## config.mk

```make
export PLATFORM = sky130hd
export DESIGN_NAME = rgb_to_yuv_packer_unit
export DESIGN_NICKNAME = d
export VERILOG_FILES = /design/src/hdl/r2y_pkg.sv /design/src/hdl/rgb_to_yuv_packer_unit.sv /design/src/hdl/r2y_lane.sv /design/src/hdl/r2y_row_ctr.sv /design/src/hdl/r2y_merge.sv
export VERILOG_INCLUDE_DIRS = /design/src /design/src/hdl
export SDC_FILE = /design/constraint.sdc
export NUM_CORES = 1
export LEC_CHECK = 0
export ABC_AREA = 1
export BUFFER_PORTS_ARGS = -buffer_cell sky130_fd_sc_hd__buf_2
export CAP_MARGIN = 20
export CORE_MARGIN = 2
export CORE_UTILIZATION = 40
export DETAILED_ROUTE_END_ITERATION = 10
export HOLD_SLACK_MARGIN = 0.12
export PLACE_DENSITY = 0.6
export SYNTH_ARGS = -nofsm -noshare
export SYNTH_HDL_FRONTEND = slang
export SYNTH_SLANG_ARGS = --single-unit
```

## constraint.sdc

```tcl
create_clock -name clk -period 5.13 [get_ports clk]
set_clock_uncertainty 0.1 [all_clocks]
set_input_delay 0 -clock clk [delete_from_list [all_inputs] [get_ports clk]]
set_output_delay 0 -clock clk [all_outputs]
set_load 0.01 [all_outputs]
```

## src/hdl/rgb_to_yuv_packer_unit_macros.svh

```systemverilog
// assertion helpers used by the top rtl file
`ifndef RGB_TO_YUV_PACKER_UNIT_MACROS_SVH
`define RGB_TO_YUV_PACKER_UNIT_MACROS_SVH

// property checked at every clock edge out of reset
`define R2Y_ASSERT(label, prop, msg) \
  label: assert property (@(posedge clk) disable iff (!rst_n) (prop)) else $error(msg);

// antecedent in this cycle implies consequent in the next
`define R2Y_ASSERT_NEXT(label, ante, cons, msg) \
  label: assert property (@(posedge clk) disable iff (!rst_n) (ante) |=> (cons)) else $error(msg);

`endif

```

## src/hdl/r2y_pkg.sv

```systemverilog
package r2y_pkg;

  localparam int PIX_W  = 8;
  localparam int SUM_W  = 16;
  localparam int OUT_W  = 16;
  localparam int COL_W  = 11;
  localparam int PPR_W  = 12;
  localparam int CFG_W  = 12;
  localparam int IDX_W  = 1;

  localparam int MAX_PAIRS_PER_ROW_DEF = 2048;
  localparam logic [PPR_W-1:0] PPR_RESET = 12'd960;

  // bt.601 studio-range coefficients, magnitudes
  localparam logic [SUM_W-1:0] C_YR  = 16'd66;
  localparam logic [SUM_W-1:0] C_YG  = 16'd129;
  localparam logic [SUM_W-1:0] C_YB  = 16'd25;
  localparam logic [SUM_W-1:0] C_UR  = 16'd38;
  localparam logic [SUM_W-1:0] C_UG  = 16'd74;
  localparam logic [SUM_W-1:0] C_UB  = 16'd112;
  localparam logic [SUM_W-1:0] C_VR  = 16'd112;
  localparam logic [SUM_W-1:0] C_VG  = 16'd94;
  localparam logic [SUM_W-1:0] C_VB  = 16'd18;
  // rounding 128 plus offset (16 or 128) already scaled by 256
  localparam logic [SUM_W-1:0] Y_BIAS = 16'd4224;
  localparam logic [SUM_W-1:0] C_BIAS = 16'd32896;
  localparam logic [OUT_W-1:0] P010_MASK = 16'hFFC0;

  typedef enum logic [1:0] {
    FMT_UYVY,
    FMT_NV12,
    FMT_NV21,
    FMT_P010
  } fmt_t;

  typedef enum logic [IDX_W-1:0] {
    REG_OUTPUT_FORMAT,
    REG_PAIRS_PER_ROW
  } cfg_reg_t;

  typedef struct packed {
    logic [SUM_W-1:0] y;
    logic [SUM_W-1:0] cb;
    logic [SUM_W-1:0] cr;
  } pix_sums_t;

  typedef struct packed {
    fmt_t fmt;
    logic odd_row;
  } merge_ctl_t;

  function automatic logic [OUT_W-1:0] finish(input logic [SUM_W-1:0] sum,
                                              input logic ten_bit);
    logic [OUT_W-1:0] res;
    if (ten_bit) begin
      res = sum & P010_MASK;
    end else begin
      res = {8'd0, sum[SUM_W-1:8]};
    end
    return res;
  endfunction

endpackage

```

## src/hdl/rgb_to_yuv_packer_unit.sv

```systemverilog
// channel  direction  handshake                      payload
// in_      input      in_valid / in_stall            two rgb888 pixels (left, right)
// out_     output     out_valid / out_stall          two luma, two chroma, chroma_valid
// cfg_     input      cfg_valid / cfg_ready          cfg_index, cfg_data
//
// a pair passes the lane sums, then the output register; one pair per clock unless out_stall holds it
// the rate is set by the two-stage pipe: lane sum registers, then the merge output register
// rst_n (synchronous) clears valid bits, row position and config registers
// a stalled output holds its pair while one more pair waits in the lane stage
// in_stall rises only when both stages hold a pair and out_stall is high
// cfg_ready is always high
module rgb_to_yuv_packer_unit #(
  parameter int MAX_PAIRS_PER_ROW = r2y_pkg::MAX_PAIRS_PER_ROW_DEF
) (
  input  logic                        clk,
  input  logic                        rst_n,
  // pixel pair in
  input  logic                        in_valid,
  output logic                        in_stall,
  input  logic [r2y_pkg::PIX_W-1:0]   in_red_left,
  input  logic [r2y_pkg::PIX_W-1:0]   in_green_left,
  input  logic [r2y_pkg::PIX_W-1:0]   in_blue_left,
  input  logic [r2y_pkg::PIX_W-1:0]   in_red_right,
  input  logic [r2y_pkg::PIX_W-1:0]   in_green_right,
  input  logic [r2y_pkg::PIX_W-1:0]   in_blue_right,
  // packed result out
  output logic                        out_valid,
  input  logic                        out_stall,
  output logic [r2y_pkg::OUT_W-1:0]   out_luma_left,
  output logic [r2y_pkg::OUT_W-1:0]   out_luma_right,
  output logic [r2y_pkg::OUT_W-1:0]   out_chroma_first,
  output logic [r2y_pkg::OUT_W-1:0]   out_chroma_second,
  output logic                        out_chroma_valid,
  // register writes
  input  logic                        cfg_valid,
  output logic                        cfg_ready,
  input  logic [r2y_pkg::IDX_W-1:0]   cfg_index,
  input  logic [r2y_pkg::CFG_W-1:0]   cfg_data
);
  import r2y_pkg::*;

`include "rgb_to_yuv_packer_unit_macros.svh"

  // config registers
  fmt_t             fmt_r, fmt_nxt;
  logic [PPR_W-1:0] ppr_r, ppr_nxt;

  // pipeline control
  logic       s1_valid_r, s1_valid_nxt;
  logic       out_valid_r, out_valid_nxt;
  logic       s1_en, s2_en;
  logic       in_xfer;
  logic       odd_row;
  merge_ctl_t s1_ctl_r;
  pix_sums_t  sums_left, sums_right;

  assign cfg_ready = 1'b1;

  always_comb begin
    fmt_nxt = fmt_r;
    ppr_nxt = ppr_r;
    if (cfg_valid && cfg_ready) begin
      case (cfg_reg_t'(cfg_index))
        REG_OUTPUT_FORMAT: fmt_nxt = fmt_t'(cfg_data[1:0]);
        REG_PAIRS_PER_ROW: ppr_nxt = cfg_data[PPR_W-1:0];
        default: begin
          fmt_nxt = fmt_r;
          ppr_nxt = ppr_r;
        end
      endcase
    end
  end

  always_ff @(posedge clk) begin
    if (!rst_n) begin
      fmt_r <= FMT_UYVY;
      ppr_r <= PPR_RESET;
    end else begin
      fmt_r <= fmt_nxt;
      ppr_r <= ppr_nxt;
    end
  end

  // output register advances when empty or its pair is taken;
  // lane stage advances when empty or it can move forward
  assign s2_en    = !out_valid_r || !out_stall;
  assign s1_en    = !s1_valid_r || s2_en;
  assign in_stall = !s1_en;
  assign in_xfer  = in_valid && !in_stall;

  always_comb begin
    s1_valid_nxt  = s1_en ? in_valid : s1_valid_r;
    out_valid_nxt = s2_en ? s1_valid_r : out_valid_r;
  end

  always_ff @(posedge clk) begin
    if (!rst_n) begin
      s1_valid_r  <= 1'b0;
      out_valid_r <= 1'b0;
    end else begin
      s1_valid_r  <= s1_valid_nxt;
      out_valid_r <= out_valid_nxt;
    end
  end

  // row parity and format travel with the pair
  always_ff @(posedge clk) begin
    if (s1_en) begin
      s1_ctl_r.fmt     <= fmt_r;
      s1_ctl_r.odd_row <= odd_row;
    end
  end

  r2y_row_ctr #(
    .MAX_PAIRS_PER_ROW(MAX_PAIRS_PER_ROW)
  ) u_row_ctr (
    .clk          (clk),
    .rst_n        (rst_n),
    .advance      (in_xfer),
    .pairs_per_row(ppr_r),
    .odd_row      (odd_row)
  );

  r2y_lane u_lane_left (
    .clk  (clk),
    .en   (s1_en),
    .red  (in_red_left),
    .green(in_green_left),
    .blue (in_blue_left),
    .sums (sums_left)
  );

  r2y_lane u_lane_right (
    .clk  (clk),
    .en   (s1_en),
    .red  (in_red_right),
    .green(in_green_right),
    .blue (in_blue_right),
    .sums (sums_right)
  );

  r2y_merge u_merge (
    .clk          (clk),
    .en           (s2_en),
    .left         (sums_left),
    .right        (sums_right),
    .ctl          (s1_ctl_r),
    .luma_left    (out_luma_left),
    .luma_right   (out_luma_right),
    .chroma_first (out_chroma_first),
    .chroma_second(out_chroma_second),
    .chroma_valid (out_chroma_valid)
  );

  assign out_valid = out_valid_r;

  // chroma words are cleared whenever they are not to be stored
  `R2Y_ASSERT(a_chroma_zero, (out_valid && !out_chroma_valid) |-> (out_chroma_first == '0 && out_chroma_second == '0), "chroma not cleared on skipped pair")
  // a pair waiting in the lane stage is not dropped while the output is held
  `R2Y_ASSERT_NEXT(a_s1_hold, (s1_valid_r && !s2_en), s1_valid_r, "lane stage lost a pair")
  // input is held off only when both stages are full
  `R2Y_ASSERT(a_stall_full, in_stall |-> (s1_valid_r && out_valid_r && out_stall), "input stalled with room in pipe")

endmodule

```

## src/hdl/r2y_lane.sv

```systemverilog
module r2y_lane (
  input  logic                        clk,
  input  logic                        en,
  input  logic [r2y_pkg::PIX_W-1:0]   red,
  input  logic [r2y_pkg::PIX_W-1:0]   green,
  input  logic [r2y_pkg::PIX_W-1:0]   blue,
  output r2y_pkg::pix_sums_t          sums
);
  import r2y_pkg::*;

  logic [SUM_W-1:0] r_x, g_x, b_x;
  pix_sums_t sums_nxt, sums_r;

  assign r_x = SUM_W'(red);
  assign g_x = SUM_W'(green);
  assign b_x = SUM_W'(blue);

  // all sums stay in 0..65535, so modulo-2^16 arithmetic is exact
  always_comb begin
    sums_nxt.y  = C_YR * r_x + C_YG * g_x + C_YB * b_x + Y_BIAS;
    sums_nxt.cb = C_UB * b_x + C_BIAS - C_UR * r_x - C_UG * g_x;
    sums_nxt.cr = C_VR * r_x + C_BIAS - C_VG * g_x - C_VB * b_x;
  end

  always_ff @(posedge clk) begin
    if (en) begin
      sums_r <= sums_nxt;
    end
  end

  assign sums = sums_r;

endmodule

```

## src/hdl/r2y_row_ctr.sv

```systemverilog
module r2y_row_ctr #(
  parameter int MAX_PAIRS_PER_ROW = r2y_pkg::MAX_PAIRS_PER_ROW_DEF
) (
  input  logic                        clk,
  input  logic                        rst_n,
  input  logic                        advance,
  input  logic [r2y_pkg::PPR_W-1:0]   pairs_per_row,
  output logic                        odd_row
);
  import r2y_pkg::*;

  localparam int MAX_W = $clog2(MAX_PAIRS_PER_ROW + 1);
  localparam int LEN_W = (MAX_W > PPR_W) ? MAX_W : PPR_W;
  localparam logic [LEN_W-1:0] MAX_LEN = LEN_W'(MAX_PAIRS_PER_ROW);

  logic [COL_W-1:0] col_r, col_nxt, col_inc;
  logic             odd_r, odd_nxt;
  logic [LEN_W-1:0] len_raw, row_len;
  logic             row_end;

  always_comb begin
    len_raw = LEN_W'(pairs_per_row);
    if (len_raw == '0) begin
      row_len = LEN_W'(1);
    end else if (len_raw > MAX_LEN) begin
      row_len = MAX_LEN;
    end else begin
      row_len = len_raw;
    end
    col_inc = col_r + COL_W'(1);
    // a count already past a shortened row ends the row too
    row_end = (col_inc == '0) || ({{(LEN_W-COL_W){1'b0}}, col_inc} >= row_len);
    col_nxt = col_r;
    odd_nxt = odd_r;
    if (advance) begin
      col_nxt = row_end ? '0 : col_inc;
      odd_nxt = row_end ? ~odd_r : odd_r;
    end
  end

  always_ff @(posedge clk) begin
    if (!rst_n) begin
      col_r <= '0;
      odd_r <= 1'b0;
    end else begin
      col_r <= col_nxt;
      odd_r <= odd_nxt;
    end
  end

  assign odd_row = odd_r;

endmodule

```

## src/hdl/r2y_merge.sv

```systemverilog
module r2y_merge (
  input  logic                        clk,
  input  logic                        en,
  input  r2y_pkg::pix_sums_t          left,
  input  r2y_pkg::pix_sums_t          right,
  input  r2y_pkg::merge_ctl_t         ctl,
  output logic [r2y_pkg::OUT_W-1:0]   luma_left,
  output logic [r2y_pkg::OUT_W-1:0]   luma_right,
  output logic [r2y_pkg::OUT_W-1:0]   chroma_first,
  output logic [r2y_pkg::OUT_W-1:0]   chroma_second,
  output logic                        chroma_valid
);
  import r2y_pkg::*;

  logic             ten;
  logic [OUT_W-1:0] u, v;
  logic [OUT_W-1:0] yl_nxt, yr_nxt, c1_nxt, c2_nxt;
  logic             cv_nxt;
  logic [OUT_W-1:0] yl_r, yr_r, c1_r, c2_r;
  logic             cv_r;

  always_comb begin
    ten    = (ctl.fmt == FMT_P010);
    yl_nxt = finish(left.y, ten);
    yr_nxt = finish(right.y, ten);
    // packed 4:2:2 takes chroma from the left pixel on every pair,
    // the 4:2:0 formats from the bottom-right pixel of each 2x2 block
    if (ctl.fmt == FMT_UYVY) begin
      u      = finish(left.cb, 1'b0);
      v      = finish(left.cr, 1'b0);
      cv_nxt = 1'b1;
    end else begin
      u      = finish(right.cb, ten);
      v      = finish(right.cr, ten);
      cv_nxt = ctl.odd_row;
    end
    c1_nxt = '0;
    c2_nxt = '0;
    if (cv_nxt) begin
      if (ctl.fmt == FMT_NV21) begin
        c1_nxt = v;
        c2_nxt = u;
      end else begin
        c1_nxt = u;
        c2_nxt = v;
      end
    end
  end

  always_ff @(posedge clk) begin
    if (en) begin
      yl_r <= yl_nxt;
      yr_r <= yr_nxt;
      c1_r <= c1_nxt;
      c2_r <= c2_nxt;
      cv_r <= cv_nxt;
    end
  end

  assign luma_left     = yl_r;
  assign luma_right    = yr_r;
  assign chroma_first  = c1_r;
  assign chroma_second = c2_r;
  assign chroma_valid  = cv_r;

endmodule

```

==> results.sh <==
export IMPL_floorplan_io_pins=134
export IMPL_total_power_mw=18.6
export IMPL_ff_latch_area_mm2=0.00428
export IMPL_period_share_pct=94.3
export IMPL_worstHoldPathType="input pin to register"
export IMPL_cts_path_max_buffers=2
export IMPL_die_y_um=237
export IMPL_yosys_area_top_type_share_pct=27.0
export IMPL_drc_errors=0
export IMPL_max_cap_viol_count=0
export IMPL_place_detailed_instances=3463
export IMPL_number_of_register_bits_inferred_by_synthesis=152
export IMPL_critical_path_sink_type="register"
export IMPL_floorplan_core_area_mm2=0.0537
export IMPL_synthesis_instances=2487
export IMPL_synth_warnings=0
export IMPL_met1_usage_pct=28.1
export IMPL_path_class="input pin to register"
export IMPL_slew_viol_final=0
export IMPL_worst_max_slew_pin_slew_ns=0.818
export IMPL_number_of_synthesized_flops_with_an_enable_pin=124
export IMPL_clock_tree_root="sky130_fd_sc_hd__clkbuf_16"
export IMPL_timing_final_hold_violations=0
export IMPL_cts_repair_timing_setup_buffer_count=0
export IMPL_power_net_switching_mw=8.96
export IMPL_postSynthAreaPerCell_um2=8.71
export IMPL_busiest_layer="met2"
export IMPL_dr_pass1_iters=5
export IMPL_setup_repair_after_global_routing_missed_its_margin="false"
export IMPL_floorplan_die_area_mm2=0.0561
export IMPL_worst_path_max_fanout=4
export IMPL_post_synth_top_area_cell="sky130_fd_sc_hd__ha_1"
export IMPL_proportion_of_synthesized_chip_area_in_sequential_cells_pct=19.8
export IMPL_vdd_drop_max_mv=0.806
export IMPL_die_width_um=237
export IMPL_clock_pin_slew_worst_setup_and_hold_paths_ns=0.07
export IMPL_power_per_cell_area_mw_per_mm2=736
export IMPL_area_of_the_multi_input_gates_mm2=0.0152
export IMPL_whs_ns=0.137
export IMPL_status="completed"
export IMPL_power_sequential_fraction_pct=13.9
export IMPL_floorplan_initialDensity_pct=40.3
export IMPL_drt_total_wl_um=55300
export IMPL_internal_portion_of_total_power_mw=9.66
export IMPL_cts_made_buffers=17
export IMPL_global_route_usage_met2_pct=33.3
export IMPL_grt_antenna_before_repair=0
export IMPL_route_detailed_wl_per_inst_um=15.7
export IMPL_max_slew_margin_pct=45.4
export IMPL_data_required_time_at_the_worst_endpoint_ns=5.20
export IMPL_cts_sinks=152
export IMPL_net_count_after_synthesis=3185
export IMPL_fp_row_count=85
export IMPL_yosys_top_cells_area="sky130_fd_sc_hd__ha_1, sky130_fd_sc_hd__edfxtp_1, sky130_fd_sc_hd__fa_1"
export IMPL_clock_insertion_delay_worst_skew_ns=0.42
export IMPL_detailedRoute_firstIterationViolations=1001
export IMPL_num_nets_final=3514
export IMPL_post_dp_hpwl_um=48200
export IMPL_h_tree_lvls=4
export IMPL_routed_via_count=17500
export IMPL_grt_first_pass_wirelength_um=90400
export IMPL_io_buffers=132
export IMPL_place_congestion=0.885
export IMPL_grt_start_max_net_pins=68
export IMPL_synth_cell_types=48
export IMPL_layout_core_utilization_pct=47.1
export IMPL_clock_tree_from_tritoncts="built"
export IMPL_final_layout_size_suffix_gt1_share_pct=13.1
export IMPL_total_negative_slack_ns=0
export IMPL_global_route_overflow_total=0
export IMPL_leakage_nw=13.8
export IMPL_maxClockFrequency_mhz=207
export IMPL_post_synth_instance_area_mm2=0.0217
export IMPL_switching_share_pct=48.1
export IMPL_synth_top_flop_cell="sky130_fd_sc_hd__edfxtp_1"
export IMPL_synth_async_reset_ratio_pct=0
export IMPL_first_global_vias=17800
export IMPL_diodes=0
export IMPL_period_minus_slack_ns=4.84
export IMPL_combinational_power_share_pct=79.4
export IMPL_cp_data_arrival_time_ns=4.91
export IMPL_power_share_clock_pct=6.7
export IMPL_grtUsageTotal_pct=20.1
export IMPL_finalNonFillerCells=3525
export IMPL_final_antenna_net_count=0
export IMPL_report_final_setup_viol=0
export IMPL_use_met3_pct=2.26
export IMPL_fill_cells=5087
export IMPL_flow_area_growth_from_synthesis_pct=16.7
export IMPL_avgViaCountPerCell=4.96
export IMPL_worst_setup_path_start_kind="input pin"
==> worst max-delay path, cell delays in order <==
cell	delay [ns]
sky130_fd_sc_hd__buf_2	0.12
sky130_fd_sc_hd__ha_1	0.29
sky130_fd_sc_hd__ha_1	0.31
sky130_fd_sc_hd__fa_1	0.48
sky130_fd_sc_hd__ha_1	0.36
sky130_fd_sc_hd__a21oi_1	0.10
sky130_fd_sc_hd__o21bai_1	0.21
sky130_fd_sc_hd__xor2_1	0.20
sky130_fd_sc_hd__inv_1	0.07
sky130_fd_sc_hd__ha_1	0.28
sky130_fd_sc_hd__ha_1	0.27
sky130_fd_sc_hd__inv_1	0.05
sky130_fd_sc_hd__fa_1	0.53
sky130_fd_sc_hd__inv_1	0.05
sky130_fd_sc_hd__fa_1	0.48
sky130_fd_sc_hd__ha_1	0.37
sky130_fd_sc_hd__a21oi_2	0.17
sky130_fd_sc_hd__o21ai_1	0.11
sky130_fd_sc_hd__a21oi_1	0.16
sky130_fd_sc_hd__o21ai_0	0.12
sky130_fd_sc_hd__xor2_1	0.15
==> placed cells by master (no fill, tap or decap), types with 24 or more instances in the layout <==
master	n
sky130_fd_sc_hd__edfxtp_1	124
sky130_fd_sc_hd__a21oi_1	184
sky130_fd_sc_hd__nand2_1	275
sky130_fd_sc_hd__buf_2	132
sky130_fd_sc_hd__inv_1	566
sky130_fd_sc_hd__ha_1	467
sky130_fd_sc_hd__nand4_1	30
sky130_fd_sc_hd__nand3_1	68
sky130_fd_sc_hd__o21ai_0	63
sky130_fd_sc_hd__o21bai_1	24
sky130_fd_sc_hd__nor2_1	163
sky130_fd_sc_hd__xor2_1	117
sky130_fd_sc_hd__dfxtp_1	28
sky130_fd_sc_hd__buf_4	168
sky130_fd_sc_hd__dlygate4sd3_1	30
sky130_fd_sc_hd__fa_1	164
sky130_fd_sc_hd__xnor2_1	41
==> per-layer routing <==
metal | share of wire [%] | wire, um
met1 | 48 | 26600
met2 | 45 | 24900
met3 | 4.7 | 2590
met4 | 2.3 | 1250
met5 | 0 | 0
==> final cells by class <==
| class | count | share of cell area (%) |
|---|---|---|
| clock buffers | 17 | 1.68 |
| clock inverters | 15 | 0.688 |
| inverters | 574 | 8.52 |
| multi-input cells | 1741 | 59.9 |
| flip-flops and latches | 152 | 16.9 |
| well taps | 696 | 3.44 |
| repair buffers | 330 | 8.79 |
==> timing repair <==
action / in CTS / in global routing
endpoints found under the hold margin: 26 / 0
hold buffers: 30 / 0
resized for setup: 0 / 12
setup endpoints to repair: 0 / 9
==> final timing paths <==
check | startpoint | endpoint | slack [ns] | depth (start not counted)
worst min register to register | fmt_r[0] | s1_ctl_r[1] | 0.32 | 0
worst max register to register | ppr_r[4] | u_row_ctr.odd_row | 2.28 | 13
worst min-delay path | cfg_index | ppr_r[5] | 0.14 | 4
worst max-delay path | in_blue_right[2] | u_lane_right.sums[43] | 0.29 | 21
==> power groups by stage <==
| stage | sequential [mW] | combinational (mW) | clock [mW] |
|---|---|---|---|
| floorplan | 2.61 | 9.18 | 0 |
| global placement | 2.62 | 14.4 | 0 |
| detailed placement | 2.62 | 14.6 | 0 |
| CTS | 2.60 | 14.7 | 1.26 |
| global route | 2.62 | 16.9 | 1.31 |
| finish | 2.59 | 14.8 | 1.25 |
==> state kept, by name (all words and copies together), names as in the netlist <==
signal	flops
fmt_r	2
out_valid	1
ppr_r	12
s1_ctl_r	3
s1_valid_r	1
u_lane_left.sums	26
u_lane_right.sums	30
u_merge.chroma_first	16
u_merge.chroma_second	16
u_merge.chroma_valid	1
u_merge.luma_left	16
u_merge.luma_right	16
u_row_ctr.col_r	11
u_row_ctr.odd_row	1
==> cells by family after synthesis <==
group / synth area share [%]
compound gates: 9.53
fa+ha+maj: 42.2
xor+xnor: 6.47
flops: 19.8
simple gates: 11.5
other cells: 0.0173
buf+inv: 10.5
==> cell usage after synthesis (17+ instances only) <==
master,n
sky130_fd_sc_hd__edfxtp_1,124
sky130_fd_sc_hd__nand3_1,68
sky130_fd_sc_hd__xnor2_1,41
sky130_fd_sc_hd__nor2_1,163
sky130_fd_sc_hd__nand4_1,30
sky130_fd_sc_hd__nor3_1,17
sky130_fd_sc_hd__a21oi_1,188
sky130_fd_sc_hd__dfxtp_1,28
sky130_fd_sc_hd__inv_1,567
sky130_fd_sc_hd__nand2_1,276
sky130_fd_sc_hd__o21ai_0,66
sky130_fd_sc_hd__ha_1,468
sky130_fd_sc_hd__xor2_1,119
sky130_fd_sc_hd__fa_1,164
sky130_fd_sc_hd__o21bai_1,25
==> metrics by stage <==
stage | setup slack [ns] | cell area [um2]
after detailed placement | -0.228 | 24300
after global placement | -0.183 | 24300
after CTS | 0.211 | 25200
after floorplan | 0.220 | 21700
after global routing | 0.00349 | 25300
final | 0.292 | 25300
Note: power is estimated with default switching activity, not from simulation.
